## config.mk

```make
export PLATFORM = sky130hd
export DESIGN_NAME = card_reader_record_parser_top
export DESIGN_NICKNAME = d
export VERILOG_FILES = /design/src/rtl/crp_pkg.sv /design/src/rtl/card_reader_record_parser_top.sv
export SDC_FILE = /design/constraint.sdc
export NUM_CORES = 1
export LEC_CHECK = 0
export BUFFER_PORTS_ARGS = -buffer_cell sky130_fd_sc_hd__buf_2
export CORE_ASPECT_RATIO = 1.1
export CORE_UTILIZATION = 57
export DETAILED_ROUTE_END_ITERATION = 8
export GPL_ROUTABILITY_DRIVEN = 1
export PLACE_DENSITY = 0.91
export SETUP_SLACK_MARGIN = 0.3
export SYNTH_ARGS = -nofsm -noshare
export SYNTH_HDL_FRONTEND = slang
export SYNTH_SLANG_ARGS = --single-unit
export TNS_END_PERCENT = 100
```

## constraint.sdc

```tcl
create_clock -name aclk -period 6.4 [get_ports aclk]
set_clock_uncertainty 0.1 [all_clocks]
set_input_delay 1.28 -clock aclk [delete_from_list [all_inputs] [get_ports aclk]]
set_output_delay 1.28 -clock aclk [all_outputs]
set_load 0.03 [all_outputs]
```

## src/rtl/crp_pkg.sv

```systemverilog
// ----------------------------------------------------------------------------
// crp_pkg - card reader record parser shared definitions
// Constants, event codes and the result word layout.
// ----------------------------------------------------------------------------
`default_nettype none

package crp_pkg;

    // Token store and length limit
    localparam int TOKEN_STORE_BYTES = 16;
    localparam int MAX_TOKEN         = 32;
    localparam int REPORT_BYTES      = 16;
    localparam int CNT_W             = $clog2(MAX_TOKEN + 1);
    localparam int STORE_IDX_W       = $clog2(TOKEN_STORE_BYTES);
    localparam int CFG_W             = 6;

    // Stream widths
    localparam int IN_DATA_W  = 8;
    localparam int OUT_DATA_W = 144;
    localparam int OUT_USER_W = 3;

    // Character codes
    localparam logic [7:0] CH_NUL   = 8'h00;
    localparam logic [7:0] CH_SPACE = 8'h20;
    localparam logic [7:0] CH_CR    = 8'h0D;
    localparam logic [7:0] CH_LF    = 8'h0A;
    localparam logic [7:0] CH_L     = 8'h4C;
    localparam logic [7:0] CH_OPEN  = 8'h28;
    localparam logic [7:0] CH_CLOSE = 8'h29;
    localparam logic [7:0] CH_ONE   = 8'h31;
    localparam logic [7:0] CH_TWO   = 8'h32;

    // Alarm codes
    localparam logic [1:0] ALARM_NONE = 2'd0;
    localparam logic [1:0] ALARM_ONE  = 2'd1;
    localparam logic [1:0] ALARM_TWO  = 2'd2;

    typedef enum logic [2:0] {
        EV_DATE    = 3'd0,
        EV_TIME    = 3'd1,
        EV_BANK    = 3'd2,
        EV_ACCOUNT = 3'd3,
        EV_ACCEPT  = 3'd4,
        EV_FAILED  = 3'd5,
        EV_NAK     = 3'd6
    } event_kind_t;

    typedef struct packed {
        event_kind_t kind;
        logic [1:0]  alarm;
        logic [5:0]  length;
        logic [63:0] tok_low;
        logic [63:0] tok_high;
        logic [1:0]  failures;
        logic        last;
    } result_t;

endpackage

`default_nettype wire

```

## src/rtl/card_reader_record_parser_top.sv

```systemverilog
// ----------------------------------------------------------------------------
// card_reader_record_parser_top - card reader record parser
// Splits a serial byte stream into tokens and checks them as card records.
// ----------------------------------------------------------------------------
// The block takes one received byte per word and reports date, time, bank
// code and account tokens, an accept or failure word per record and a NAK
// once the line ending after a failure arrives. An accepted byte is held in an
// input register; the parser then decodes it in a single pass and loads the
// results into a two-word result register. While downstream is ready, one
// byte is taken every cycle. The only exception is the byte that closes an
// account or credit number: it yields two words (account, then accept) and
// holds the input while the second word drains. Downstream stalls back up
// through the result register to s_axis_tready. The user must write the
// length limit on the cfg channel only while no bytes are in flight; the
// block does not enforce this. Zero or values above 32 select the 32-byte
// token length.
// ----------------------------------------------------------------------------
`default_nettype none

module card_reader_record_parser_top (
    input  wire logic                              aclk,
    input  wire logic                              aresetn,

    // Configuration: max_token_length
    input  wire logic                              cfg_valid,
    output      logic                              cfg_ready,
    input  wire logic [crp_pkg::CFG_W-1:0]         cfg_data,

    // Input bytes
    input  wire logic                              s_axis_tvalid,
    output      logic                              s_axis_tready,
    input  wire logic [crp_pkg::IN_DATA_W-1:0]     s_axis_tdata,  // [7:0] byte_in
    input  wire logic                              s_axis_tlast,  // end_of_chunk, not parsed

    // Result words
    output      logic                              m_axis_tvalid,
    input  wire logic                              m_axis_tready,
    // [1:0] alarm_code, [7:2] token_length, [71:8] token_low,
    // [135:72] token_high, [137:136] failure_count, [143:138] zero
    output      logic [crp_pkg::OUT_DATA_W-1:0]    m_axis_tdata,
    output      logic [crp_pkg::OUT_USER_W-1:0]    m_axis_tuser,  // [2:0] event_kind
    output      logic                              m_axis_tlast   // last result of a byte
);

    import crp_pkg::*;

    // Parse phases; OK and FAILED only appear between decode and commit
    typedef enum logic [3:0] {
        PH_READER  = 4'd0,
        PH_WEEKDAY = 4'd1,
        PH_DATE    = 4'd2,
        PH_TIME    = 4'd3,
        PH_SEP     = 4'd4,
        PH_BANK    = 4'd5,
        PH_SEPACC  = 4'd6,
        PH_ACCOUNT = 4'd7,
        PH_CREDIT  = 4'd8,
        PH_WAITLF  = 4'd9,
        PH_OK      = 4'd10,
        PH_FAILED  = 4'd11
    } phase_t;

    // Control state
    logic [CFG_W-1:0] cfg_reg;
    logic             in_valid_reg;
    phase_t           phase_reg,    phase_next;
    logic [CNT_W-1:0] count_reg,    count_next;
    logic [1:0]       alarm_reg,    alarm_next;
    logic [1:0]       failures_reg, failures_next;
    logic [1:0]       res_cnt_reg,  res_cnt_next;

    // Payload
    logic [7:0]       byte_reg;
    logic [7:0]       store_reg [TOKEN_STORE_BYTES];
    result_t          head_reg, tail_reg;

    // Decode signals
    logic             fire;
    logic             pop;
    logic [CNT_W-1:0] limit;
    logic             drop;
    logic [CNT_W-1:0] n;
    phase_t           phase_cur;
    phase_t           phase_mid;
    logic             is_delim;
    logic             skip;
    logic             store_wr;
    logic [7:0]       store_char;
    logic             id_shape;
    logic             id_ok;
    logic [1:0]       id_alarm;
    logic [63:0]      tok_low;
    logic [63:0]      tok_high;
    logic             ev1_valid;
    event_kind_t      ev1_kind;
    logic             ev1_token;
    logic             ev2_valid;
    result_t          ev1, ev2;
    result_t          res0, res1;
    logic [1:0]       res_k;

    assign cfg_ready = 1'b1;

    // Decode only when the result register will be empty after this cycle
    assign fire = in_valid_reg &&
                  ((res_cnt_reg == 2'd0) || ((res_cnt_reg == 2'd1) && m_axis_tready));
    assign pop  = m_axis_tvalid && m_axis_tready;
    assign s_axis_tready = !in_valid_reg || fire;

    // Effective length limit
    always_comb begin
        if (cfg_reg == '0 || int'(cfg_reg) > MAX_TOKEN) begin
            limit = CNT_W'(MAX_TOKEN);
        end else begin
            limit = CNT_W'(cfg_reg);
        end
    end

    // Over-long token: drop it and restart at the reader id
    assign drop      = count_reg >= limit;
    assign n         = drop ? '0 : count_reg;
    assign phase_cur = drop ? PH_READER : phase_reg;

    assign is_delim   = (byte_reg == CH_SPACE) || (byte_reg == CH_CR) || (byte_reg == CH_LF);
    assign skip       = (n == '0) && (byte_reg == CH_SPACE);
    assign store_char = (byte_reg == CH_NUL) ? CH_SPACE : byte_reg;
    assign store_wr   = fire && !is_delim && (int'(n) < TOKEN_STORE_BYTES);

    // Reader id "L(1)" / "L(2)"
    assign id_shape = (n == CNT_W'(4)) && (store_reg[0] == CH_L) &&
                      (store_reg[1] == CH_OPEN) && (store_reg[3] == CH_CLOSE);
    always_comb begin
        id_ok    = 1'b0;
        id_alarm = ALARM_NONE;
        if (id_shape && store_reg[2] == CH_ONE) begin
            id_ok    = 1'b1;
            id_alarm = ALARM_ONE;
        end else if (id_shape && store_reg[2] == CH_TWO) begin
            id_ok    = 1'b1;
            id_alarm = ALARM_TWO;
        end
    end

    // Token image: bytes past the count read as zero
    always_comb begin
        tok_low  = '0;
        tok_high = '0;
        for (int i = 0; i < REPORT_BYTES; i++) begin
            if (i < TOKEN_STORE_BYTES && CNT_W'(i) < n) begin
                if (i < 8) begin
                    tok_low[i*8 +: 8] = store_reg[i];
                end else begin
                    tok_high[(i-8)*8 +: 8] = store_reg[i];
                end
            end
        end
    end

    // Token sequence check
    always_comb begin
        phase_mid     = phase_cur;
        alarm_next    = alarm_reg;
        failures_next = failures_reg;
        ev1_valid     = 1'b0;
        ev1_kind      = EV_DATE;
        ev1_token     = 1'b0;
        if (is_delim && !skip) begin
            case (phase_cur)
                PH_READER: begin
                    if (n == CNT_W'(4)) alarm_next = id_alarm;
                    if (id_ok) phase_mid = PH_WEEKDAY;
                end
                PH_WEEKDAY: begin
                    phase_mid = (n == CNT_W'(2)) ? PH_DATE : PH_FAILED;
                end
                PH_DATE: begin
                    if (n == CNT_W'(8)) begin
                        ev1_valid = 1'b1;
                        ev1_kind  = EV_DATE;
                        ev1_token = 1'b1;
                        phase_mid = PH_TIME;
                    end else begin
                        phase_mid = PH_FAILED;
                    end
                end
                PH_TIME: begin
                    if (n == CNT_W'(8)) begin
                        ev1_valid = 1'b1;
                        ev1_kind  = EV_TIME;
                        ev1_token = 1'b1;
                        phase_mid = PH_SEP;
                    end else begin
                        phase_mid = PH_FAILED;
                    end
                end
                PH_SEP: begin
                    if (n == CNT_W'(1)) begin
                        phase_mid = PH_CREDIT;
                    end else if (n == CNT_W'(4)) begin
                        phase_mid = PH_BANK;
                    end else begin
                        phase_mid = PH_FAILED;
                    end
                end
                PH_BANK: begin
                    if (n == CNT_W'(8)) begin
                        ev1_valid = 1'b1;
                        ev1_kind  = EV_BANK;
                        ev1_token = 1'b1;
                        phase_mid = PH_SEPACC;
                    end else begin
                        phase_mid = PH_FAILED;
                    end
                end
                PH_SEPACC: begin
                    phase_mid = (n == CNT_W'(4)) ? PH_ACCOUNT : PH_FAILED;
                end
                PH_ACCOUNT: begin
                    if (n >= CNT_W'(10) && n <= CNT_W'(16)) begin
                        ev1_valid = 1'b1;
                        ev1_kind  = EV_ACCOUNT;
                        ev1_token = 1'b1;
                        phase_mid = PH_OK;
                    end else begin
                        phase_mid = PH_FAILED;
                    end
                end
                PH_CREDIT: begin
                    if (n == CNT_W'(16)) begin
                        ev1_valid = 1'b1;
                        ev1_kind  = EV_ACCOUNT;
                        ev1_token = 1'b1;
                        phase_mid = PH_OK;
                    end else begin
                        phase_mid = PH_FAILED;
                    end
                end
                PH_WAITLF: begin
                    if (n == '0 && byte_reg == CH_LF) begin
                        failures_next = failures_reg + 2'd1;
                        ev1_valid     = 1'b1;
                        ev1_kind      = EV_NAK;
                        phase_mid     = PH_READER;
                    end else begin
                        if (n == CNT_W'(4)) alarm_next = id_alarm;
                        if (id_ok) phase_mid = PH_WEEKDAY;
                    end
                end
                default: begin
                    phase_mid = PH_READER;
                end
            endcase
        end

        // Record end: accept or report failure
        ev2_valid  = 1'b0;
        phase_next = phase_mid;
        ev2        = '0;
        if (phase_mid == PH_OK) begin
            failures_next = 2'd0;
            ev2_valid     = 1'b1;
            ev2.kind      = EV_ACCEPT;
            phase_next    = PH_READER;
        end else if (phase_mid == PH_FAILED) begin
            ev2_valid     = 1'b1;
            ev2.kind      = EV_FAILED;
            phase_next    = PH_WAITLF;
        end
        ev2.alarm    = alarm_reg;
        ev2.failures = failures_next;
        ev2.last     = 1'b1;

        // Every delimiter empties the token; other bytes append
        count_next = is_delim ? '0 : n + CNT_W'(1);
    end

    // Assemble result words
    always_comb begin
        ev1          = '0;
        ev1.kind     = ev1_kind;
        ev1.alarm    = alarm_reg;
        ev1.failures = failures_next;
        ev1.last     = !ev2_valid;
        if (ev1_token) begin
            ev1.length   = 6'(n);
            ev1.tok_low  = tok_low;
            ev1.tok_high = tok_high;
            ev1.failures = failures_reg;
        end

        res1 = ev2;
        if (ev1_valid) begin
            res0  = ev1;
            res_k = ev2_valid ? 2'd2 : 2'd1;
        end else begin
            res0  = ev2;
            res_k = ev2_valid ? 2'd1 : 2'd0;
        end
    end

    always_comb begin
        res_cnt_next = res_cnt_reg;
        if (fire) begin
            res_cnt_next = res_k;
        end else if (pop) begin
            res_cnt_next = res_cnt_reg - 2'd1;
        end
    end

    // Control state and output count
    always_ff @(posedge aclk) begin
        if (!aresetn) begin
            cfg_reg      <= CFG_W'(MAX_TOKEN);
            in_valid_reg <= 1'b0;
            phase_reg    <= PH_READER;
            count_reg    <= '0;
            alarm_reg    <= ALARM_NONE;
            failures_reg <= 2'd0;
            res_cnt_reg  <= 2'd0;
        end else begin
            if (cfg_valid && cfg_ready) begin
                cfg_reg <= cfg_data;
            end
            if (s_axis_tvalid && s_axis_tready) begin
                in_valid_reg <= 1'b1;
            end else if (fire) begin
                in_valid_reg <= 1'b0;
            end
            if (fire) begin
                phase_reg    <= phase_next;
                count_reg    <= count_next;
                alarm_reg    <= alarm_next;
                failures_reg <= failures_next;
            end
            res_cnt_reg <= res_cnt_next;
        end
    end

    // Payload: input byte, token store, result words
    always_ff @(posedge aclk) begin
        if (s_axis_tvalid && s_axis_tready) begin
            byte_reg <= s_axis_tdata;
        end
        if (store_wr) begin
            store_reg[n[STORE_IDX_W-1:0]] <= store_char;
        end
        if (fire) begin
            head_reg <= res0;
            tail_reg <= res1;
        end else if (pop && res_cnt_reg == 2'd2) begin
            head_reg <= tail_reg;
        end
    end

    assign m_axis_tvalid = (res_cnt_reg != 2'd0);
    assign m_axis_tdata  = {6'b0, head_reg.failures, head_reg.tok_high, head_reg.tok_low,
                            head_reg.length, head_reg.alarm};
    assign m_axis_tuser  = head_reg.kind;
    assign m_axis_tlast  = head_reg.last;

endmodule

`default_nettype wire

```

### Word level (Yosys, flattened, before mapping)

Memories as Yosys holds them, arrays and structs flattened.
Index checks and enable logic that the tools add are counted.
Widths: inputs -> output; s select.

| word-level totals | value |
|---|---|
| register bits | 180 |
| latch bits | 0 |
| RAM bits | 128 |
| bits in read-only memories | 0 |
| input bits | 20 |
| output and inout bits | 151 |
| logic and storage cells | 186 |
| memories kept | 1 |

| cells by class | value |
|---|---|
| add/sub/neg operators | 3 |
| multipliers | 0 |
| div/mod/pow operators | 0 |
| magnitude comparators | 21 |
| eq/ne operators | 27 |
| shift-type cells | 0 |
| mux-type cells | 79 |
| bitwise logic cells | 0 |
| reduce and logical (&&, ||, !) cells | 37 |

Memory list:

| memory | words | bits a word | rd ports | clocked after Yosys merged registers in | write ports | RTL line | RTL |
|---|---|---|---|---|---|---|---|
| store_reg | 16 | 8 | 16 | 0 | 1 | card_reader_record_parser_top.sv:74 | `logic [7:0] store_reg [TOKEN_STORE_BYTES];` |

Operators with widths:

| kind | count |
|---|---|
| $mux 142 | 3 |
| $mux 136 | 1 |
| $mux 8 | 17 |
| $mux 4 | 13 |
| $lt 4x6->1 const A | 8 |
| $eq 8x6->1 const B | 5 |
| $pmux 4 s10 | 1 |
| $mux 2 | 15 |
| $lt 3x6->1 const A | 4 |
| $mux 1 | 18 |
| $mux 6 | 3 |
| $eq 4x3->1 const B | 4 |
| $eq 4x4->1 const B | 4 |
| $eq 8x4->1 const B | 2 |
| $logic_and 1x1->1 | 16 |
| $pmux 3 s5 | 1 |
| $logic_not 6->1 | 2 |
| $lt 1x6->1 const A | 2 |
| $lt 2x6->1 const A | 2 |
| $mux 3 | 4 |
| $reduce_bool 2->1 | 5 |
| $eq 4x2->1 const B | 2 |
| $eq 8x7->1 const B | 1 |
| $logic_not 8->1 | 1 |
| other kinds (26) | 33 |

### Longest topological paths before layout

Gate-level depths: netlist of run 1.

| logic depth | value |
|---|---|
| depth in word-level cells | 22 |
| depth in mapped cells | 20 |
| mapped depth without buffers | 17 |

### Least setup slack after synthesis of run 1

No wires, ideal clock.

| timing path | value |
|---|---|
| path type | in2reg |
| from | input m_axis_tready |
| to | register head_reg, in the netlist m_axis_tdata[0], enable pin |
| library setup time | 1.199 ns |
| arrival | 4.280 ns |
| required time | 5.101 ns |
| path slack | 0.822 ns |
| stages | 4 |
| path buffers | 1 |
| path through | a21oi_1 nand2b_1 clkbuf_1 nand2_1 |

| on the way | value |
|---|---|
| word-level cells in the longest chain between the ends | 4 |
| elaborated cells between the ends (all ways) | 6 |
| classes of those cells | reduce/logical: 6 |

RTL lines:

| what | RTL line | RTL |
|---|---|---|
| start, declared | card_reader_record_parser_top.sv:37 | `input wire logic m_axis_tready,` |
| $logic_and 1x1->1 | card_reader_record_parser_top.sv:106 | `((res_cnt_reg == 2'd0) \|\| ((res_cnt_reg == 2'd1) && m_axis_tready));` |
| $logic_or 1x1->1 | card_reader_record_parser_top.sv:106 |  |
| $logic_and 1x1->1 | card_reader_record_parser_top.sv:105 | `assign fire = in_valid_reg &&` |
| $reduce_bool 2->1 (no source line) * | -- |  |
| end signal, assigned | card_reader_record_parser_top.sv:348 | `head_reg <= res0;` |
| end signal, assigned | card_reader_record_parser_top.sv:351 | `head_reg <= tail_reg;` |
| end, declared | card_reader_record_parser_top.sv:75 | `result_t head_reg, tail_reg;` |

Every way passes the cells marked *; elsewhere a longest branch is shown, timed or not.
A chain may end at the register's enable or synchronous reset.

### Final worst setup path of run 1

| timing path | value |
|---|---|
| from | register count_reg[3] |
| to | register head_reg, in the netlist m_axis_tdata[135], data pin |

| on the way | value |
|---|---|
| word-level cells in the longest chain between the ends | 10 |
| elaborated cells between the ends (all ways) | 33 |
| classes of those cells | order compare: 4; eq/ne: 8; mux: 14; reduce/logical: 7 |

RTL lines:

| what | RTL line | RTL |
|---|---|---|
| start, declared | card_reader_record_parser_top.sv:67 | `logic [CNT_W-1:0] count_reg, count_next;` |
| start signal, assigned | card_reader_record_parser_top.sv:331 | `count_reg <= count_next;` |
| $ge 6x6->1 | card_reader_record_parser_top.sv:120 | `assign drop = count_reg >= limit;` |
| $mux 6 | card_reader_record_parser_top.sv:121 | `assign n = drop ? '0 : count_reg;` |
| $ge 6x4->1 (tied with other cells) | card_reader_record_parser_top.sv:219 | `if (n >= CNT_W'(10) && n <= CNT_W'(16)) begin` |
| $logic_and 1x1->1, on equally long branches | card_reader_record_parser_top.sv:219, card_reader_record_parser_top.sv:125 |  |
| $mux 1 or $logic_not 1->1 (tied branches) | card_reader_record_parser_top.sv:219, card_reader_record_parser_top.sv:167 |  |
| $pmux 1 s3 or $logic_and 1x1->1 (tied branches) | card_reader_record_parser_top.sv:168, card_reader_record_parser_top.sv:167 |  |
| $mux 1 | card_reader_record_parser_top.sv:167 | `if (is_delim && !skip) begin` |
| $mux 136 | card_reader_record_parser_top.sv:284 | `if (ev1_token) begin` |
| $mux 142 * | card_reader_record_parser_top.sv:292 | `if (ev1_valid) begin` |
| $mux 142 * | card_reader_record_parser_top.sv:347 | `if (fire) begin` |

Marks and branches as above.

==> key figures, run 1 <==
Run status
  • Outcome: finished clean

STA
  • Slew Viols, Final: 0
  • Fin. Hold Viols: 0
  • FMAX: 215 MHz
  • Final period util: 72.8%
  • Worst-Margin Slew: 1060 ps
  • Minimum clock period: 4660 ps
  • Slew HR: 29.0%
  • RSZ-0062 raised after global routing: no
  • Final setup viols: 0
  • Setup TNS: 0 ps

Global routing
  • GR Overflow Total: 0
  • First-pass GRT wire length: 36000 um
  • Total track usage: 21.8%
  • Initial antenna violation count: 0
  • Largest net degree at the start of global routing: 82
  • Vias in the first global route: 6712

Worst hold path
  • HP Class: reg2reg
  • Hold Path Depth: 0
  • HP Start: alarm_reg[0]$_SDFFE_PN0P_

Die
  • Site Rows: 55
  • Core Area: 20600 sq um
  • Num ports: 171
  • Die Ht: 154 um
  • Die ar.: 21700 sq um
  • Die X: 140 um
  • Initial Util: 58.2%

Synth
  • Post-synth top flop: edfxtp_1
  • Post-synthesis cell type count: 69
  • Avg Inst Size Synth: 14.9 sq um
  • Syn. warnings: 0
  • Register area share after synthesis: 74.8%
  • Number of flops mapped to enable cells by yosys: 284
  • Gate Count Post-Synth: 808
  • Synth Cell Area: 12000 sq um
  • Flip-flop and latch count after synthesis: 307
  • Ys async rst share: 0%

Clocking
  • # resized after CTS: 0
  • # clock sinks: 307
  • CTS tree: yes
  • Root Buffer: clkbuf_16
  • Clk pin slew, worst setup/hold paths: 60 ps
  • Inserted Clock Buffers: 28
  • Post-CTS setup buffers: 0
  • Hold_buf cts: 0
  • Max clock buf depth: 3
  • Worst skew pair latency: 530 ps
  • # H-tree levels: 1

Worst setup path
  • Worst r2r path cells: 13
  • Setup crit end kind: register
  • Startpoint types: register
  • Max incr delay on CP: 750 ps
  • Critical-path cell list: ha_1 -> a21oi_1 -> o221a_2 -> nand2_1 -> ha_1 -> inv_1 -> o311a_1 -> o21a_1 -> and3_4 -> nand2b_2 -> or2_1 -> nor2_2 -> and2_1
  • Most used cell along the critical path: ha_1
  • Max stage delay cell, worst path: dfxtp_1
  • Reg2Reg Launch Point: count_reg[3]$_SDFFE_PN0P_
  • Crit. Startpoint: count_reg[3]$_SDFFE_PN0P_
  • Worst EP required: 6700 ps
  • Worst EP arrival: 4960 ps
  • WS Path Type: reg2reg
  • Crit path max fanout: 17

Final layout
  • Largest register FFs: 138
  • Fillers: 1345
  • Antenna cells: 0
  • Final layout net count: 1001
  • Synthesis-to-finish area growth: 15.9%
  • Share of cells above drive strength 1: 23.0%
  • Layout Utilization: 67.5%

Detailed routing
  • DRC: 0
  • WL/cell: 18.7 um
  • Vias/cell: 5.59
  • Vias: 6948
  • 1st-iter DRT viols: 643
  • Final ANT Viol Nets: 0
  • Post-Route WL: 23200 um
  • Initial DRT Pass Iterations: 5

Place
  • DP HPWL: 15100 um
  • Placer Congestion: 0.911
  • I/O Buffers: 162

Pwr
  • Power, Total: 0.00430 W
  • PD cells: 308 nW/um^2
  • Max VDD drop: 0.236 mV
  • Leak pwr: 5.11 nW

Run
  • Max cap viols: 0
==> metrics by stage <==
stage | setup WS (ps) | hold slack (ps) | instance area (sq um) | cells
global placement | 1670 | 371 | 13000 | 1191
CTS | 1510 | 386 | 13900 | 1241
detailed placement | 1520 | 371 | 13000 | 1191
global route | 1480 | 402 | 13900 | 1242
floorplan | 822 | 329 | 12000 | 814
finish | 1740 | 378 | 13900 | 1242
==> logic make-up after synthesis <==
logic type / synth area share, %
AOI/OAI and AO/OA: 5.45
muxes: 0.843
and+or+nand+nor: 14.8
adders and majority gates: 1.56
DFF: 74.8
xor gates and xnor gates: 0.291
other: 0.0625
buffers and inverters: 2.22
==> power breakdown <==
part	total, W	switching, W	internal [W]
clock network	0.00157	0.000662	0.000912
registers	0.00236	0.0000526	0.00230
logic	0.000367	0.000285	0.0000818
total	0.00430	0.00100	0.00330
==> worst paths after layout <==
| kind | to | slack [ps] |
|---|---|---|
| setup / recovery | m_axis_tdata[135]$_SDFFCE_PP0P_ | 1740 |
| hold / removal | tail_reg[137]$_DFFE_PP_ | 380 |
| setup reg to reg | m_axis_tdata[135]$_SDFFCE_PP0P_ | 1740 |
| hold reg to reg | tail_reg[137]$_DFFE_PP_ | 380 |
==> metal layers <==
layer | global-route usage (%) | up-vias | share of wire (%)
li1 | - | 3278 | -
met1 | 28.0 | 3347 | 41
met2 | 38.9 | 286 | 51
met3 | 3.00 | 37 | 5.8
met4 | 6.11 | 0 | 2.1
met5 | 0 | - | 0
==> layout make-up <==
| cell class | count | area (sq um) | share of cell area, % |
|---|---|---|---|
| clock buffers | 38 | 759 | 5.45 |
| clock inverters | 12 | 118 | 0.844 |
| inverters | 14 | 52.6 | 0.377 |
| multi-input cells | 445 | 2820 | 20.2 |
| flip-flops and latches | 307 | 8990 | 64.5 |
| well taps | 256 | 320 | 2.30 |
| repair buffers | 170 | 883 | 6.34 |
==> Yosys cell counts (11+ instances only) <==
library cell,number,area share [%]
nand3_1,13,0.54
a21oi_1,21,0.87
clkbuf_1,33,1.0
ha_1,15,1.6
and2_1,119,6.2
and3_1,20,1.0
nand2b_1,11,0.57
dfxtp_1,23,3.8
nor3_1,12,0.50
nand2_1,45,1.4
edfxtp_1,284,71
o21ai_0,16,0.67
inv_1,14,0.44
nor2_1,46,1.4
==> cells in the final DEF (no fill, tap or decap), types with 4 or more instances in the layout <==
| master | count |
|---|---|
| nand4_1 | 9 |
| a21oi_2 | 5 |
| nand3_1 | 13 |
| clkbuf_1 | 9 |
| clkinv_1 | 5 |
| and3_1 | 20 |
| a21oi_1 | 21 |
| nand2b_1 | 11 |
| edfxtp_1 | 284 |
| o21ai_0 | 16 |
| conb_1 | 8 |
| nor3_1 | 12 |
| buf_4 | 7 |
| dfxtp_1 | 23 |
| inv_1 | 14 |
| clkbuf_16 | 29 |
| nor2b_1 | 8 |
| a31oi_1 | 4 |
| nor4bb_1 | 5 |
| and2_1 | 119 |
| mux2i_1 | 9 |
| o211ai_1 | 4 |
| ha_1 | 15 |
| nor2_1 | 46 |
| nand2_1 | 44 |
| nor4_1 | 7 |
| buf_2 | 162 |
==> critical path: cells and delay by family (launching register included) <==
kind	cells	cell delay, ps
compound gates	4	1170
fa+ha+maj	2	750
buf+inv	1	100
flops	1	750
simple gates	6	1630
No activity file was read; power rests on OpenSTA's default activity.
==> run 2: changes to the inputs <==
Settings changed: ABC_AREA set to 1, CORE_UTILIZATION 57 to 51, PLACE_DENSITY 0.91 to 0.87.
Clock period 6.4 ns to 3.85 ns, I/O delays scaled along.
==> run 2 against run 1 <==
  * Global-route usage up 0.22 points
  * Power up 98%
  * Non-clock buffer count up 77
  * Maximum frequency up 26%
  * Largest power group unchanged
==> key figures, run 2 <==
Worst setup path
  • Crit path max fanout: 8 (-9)
  • Startpoint types: register
  • Worst EP required: 4130 ps (-2570 ps)
  • Setup crit end kind: register
  • Worst EP arrival: 3980 ps (-980 ps)
  • WS Path Type: reg2reg
  • R2r setup slk: 160 ps (-1580 ps)

Clocking
  • # H-tree levels: 1 (unchanged)
  • # clock sinks: 307 (unchanged)
  • Max clock buf depth: 3 (unchanged)
  • Worst skew pair latency: 540 ps (about the same)
  • Clk pin slew, worst setup/hold paths: 60 ps (about the same)
  • CTS tree: yes
  • Hold_buf cts: 0 (unchanged)
  • Root Buffer: clkbuf_16
  • Inserted Clock Buffers: 28 (unchanged)

Pwr
  • PD cells: 545 nW/um^2 (+77%)
  • Max VDD drop: 0.383 mV (+62%)
  • Power, Total: 0.00852 W (+98%)
  • Leak pwr: 6.47 nW (+27%)

Final layout
  • Share of cells above drive strength 1: 35.2% (+12 points)
  • Antenna cells: 0 (unchanged)
  • Final layout net count: 1266 (+26%)
  • Largest register FFs: 138 (unchanged)
  • Commonest cells after routing, fill and taps aside: edfxtp_1 (284), inv_1 (162), buf_2 (162)
  • Fillers: 1532 (+14%)
  • Synthesis-to-finish area growth: 30.3%
  • Commonest non-fill, non-tap cell in the layout: edfxtp_1

Global routing
  • Initial antenna violation count: 0 (unchanged)
  • GR Overflow Total: 0 (unchanged)
  • Largest net degree at the start of global routing: 76 (-7.3%)
  • Total track usage: 22.0% (+0.22 points)
  • First-pass GRT wire length: 40300 um (+12%)
  • Vias in the first global route: 7613 (+13%)

STA
  • Slew HR: 37.1% (+8.1 points)
  • Minimum clock period: 3690 ps (-966 ps)
  • FMAX: 271 MHz (+26%)
  • Final hold slack: 312 ps (-66.3 ps)
  • Final setup viols: 0 (unchanged)
  • Slew Viols, Final: 0 (unchanged)
  • RSZ-0062 raised after global routing: yes
  • Final period util: 96.0% (+23 points)
  • Worst-Margin Slew: 941 ps (-115 ps)
  • Fin. Hold Viols: 0 (unchanged)

Detailed routing
  • 1st-iter DRT viols: 739 (+15%)
  • Post-Route WL: 28200 um (+21%)
  • Initial DRT Pass Iterations: 6 (+1)
  • WL/cell: 18.2 um (-2.6%)
  • DRC: 0 (unchanged)
  • Vias/cell: 5.18 (-7.3%)
  • Vias: 8025 (+16%)
  • Final ANT Viol Nets: 0 (unchanged)

Run
  • Max cap viols: 0 (unchanged)

Synth
  • Avg Inst Size Synth: 12.3 sq um (-17%)
  • Post-synth top flop: edfxtp_1
  • Post-synthesis cell type count: 34 (-51%)
  • Post-synthesis simple-gate area fraction: 12.6% (-2.2 points)
  • Gate Count Post-Synth: 977 (+21%)
  • Ys async rst share: 0% (unchanged)
  • Synth Cell Area: 12000 sq um (-0.21%)
  • Most instantiated library cell after synthesis: edfxtp_1
  • Synth Area in XOR/XNOR: 0.219% (-0.072 points)
  • Number of flops mapped to enable cells by yosys: 284 (unchanged)
  • Synth Area in Adders: 1.56% (+0.0033 points)
  • Synth Area in Compound Gates: 3.85% (-1.6 points)
  • Largest family of logic cells by synthesized area: simple AND/OR/NAND/NOR gates
  • Area contributors post-synth: edfxtp_1 (71%), nor2_1 (5.9%), inv_1 (5.5%), dfxtp_1 (3.8%), nand2_1 (3.2%)
  • Register area share after synthesis: 74.9% (+0.16 points)
  • Top-area cell type share of the netlist area: 71.1% (+0.15 points)
  • Multiplexer area fraction after synthesis: 0% (-0.84 points)
  • Flip-flop and latch count after synthesis: 307 (unchanged)
  • Most frequent cells after synthesis: edfxtp_1 (284), nor2_1 (190), inv_1 (177), nand2_1 (103)
  • Syn. warnings: 0 (unchanged)
  • Post-synth top area cell: edfxtp_1

Die
  • Die X: 148 um (+5.5%)
  • Core Area: 23000 sq um (+11%)
  • Die Ht: 163 um (+5.5%)
  • Die ar.: 24100 sq um (+11%)
  • Site Rows: 58 (+5.5%)
  • Num ports: 171 (unchanged)
  • Initial Util: 52.2% (-6.1 points)

Run status
  • Outcome: finished clean

Place
  • I/O Buffers: 162 (unchanged)
  • Placer Congestion: 0.893 (-2.0%)
  • DP HPWL: 16900 um (+12%)

Worst hold path
  • HP Class: in2reg
-- run 2: changes by cell type after synthesis, moves of 11 or more --
cell      change
inv_1       +163
nor2_1      +144
and2_1      -119
nand2_1      +58
and3_1       -19
clkbuf_1     -18
nand3_1      +18
nand2b_1     -11
-- run 2: path summary, 6_finish.rpt --
kind,cells after the start,start,to
hold reg to reg,0,alarm_reg[0]$_SDFFE_PN0P_,tail_reg[137]$_DFFE_PP_
setup / recovery,24,cfg_reg[3]$_SDFFE_PN0P_,m_axis_tdata[116]$_SDFFCE_PP0P_
setup reg to reg,24,cfg_reg[3]$_SDFFE_PN0P_,m_axis_tdata[116]$_SDFFCE_PP0P_
hold / removal,1,s_axis_tdata[4],byte_reg[4]$_DFFE_PP_
-- run 2: worst max-delay path, cell delays in order (launching register included) --
cell and delay [ps]:
dfxtp_2 330, nor2_2 100, nand3b_1 150, xor2_2 210, nand2_2 120, ha_4 270
nand2_2 60, nand2_2 70, a21oi_4 200, buf_8 180, nand3_4 110, nor2_4 150
buf_4 130, nand2_1 50, nand2_2 100, nand3_2 90, nand2_2 100, inv_2 70
nand2_2 80, nand2_4 70, nor3_4 210, buf_12 170, nand2_8 90, clkbuf_16 190
a21oi_2 130
-- run 2: per-stage QoR --
step	TNS (ps)	cell area, sq um	std cells	utilization [%]	setup WS [ps]
CTS	0	14900	1529	64.8	264
detailed placement	-422	13400	1456	58.4	-107
global placement	0	13400	1456	58.4	78.0
floorplan	0	12000	983	-	312
global route	-22.5	15600	1548	67.9	-14.9
finish	0	15600	1548	67.9	155
-- run 2: final cells by class --
class                           count  area (sq um)  area share, %
Inverter                          177           677           4.33
Timing Repair Buffer              247          1730           11.0
Sequential cell                   307          8990           57.5
Clock buffer                       36           752           4.81
Tap cell                          300           375           2.40
Multi-Input combinational cell    470          3000           19.2
Clock inverter                     11           106          0.681
-- run 2: cells by family after synthesis --
kind of cell / after synthesis
buf+inv: 206
compound gates: 80
xor+xnor: 3
simple gates: 364
other cells: 2
flops: 307
fa+ha+maj: 15
-- run 2: metal layers --
layer | track usage [%] | vias up | wire, um
met5 | 0 | - | 0
met1 | 27.1 | 3864 | 10900
met4 | 7.45 | 0 | 1010
met3 | 2.89 | 71 | 1690
met2 | 39.7 | 355 | 14600
li1 | - | 3735 | -
-- run 2: repair_timing --
action                                  in CTS  in global routing
endpoints found under the hold margin        0                  0
pin swaps                                   30                 64
setup buffers                               23                 16
gates resized for setup                    100                134
gates cloned                                 3                  3
endpoints found under the setup margin     145                232
-- run 2: power breakdown --
group	total [W]	internal, W	leakage (nW)	switching (W)
sequential	0.00424	0.00411	2.83	0.000125
combinational	0.00165	0.000401	3.22	0.00125
clock	0.00264	0.00150	0.415	0.00113
total	0.00852	0.00601	6.47	0.00250
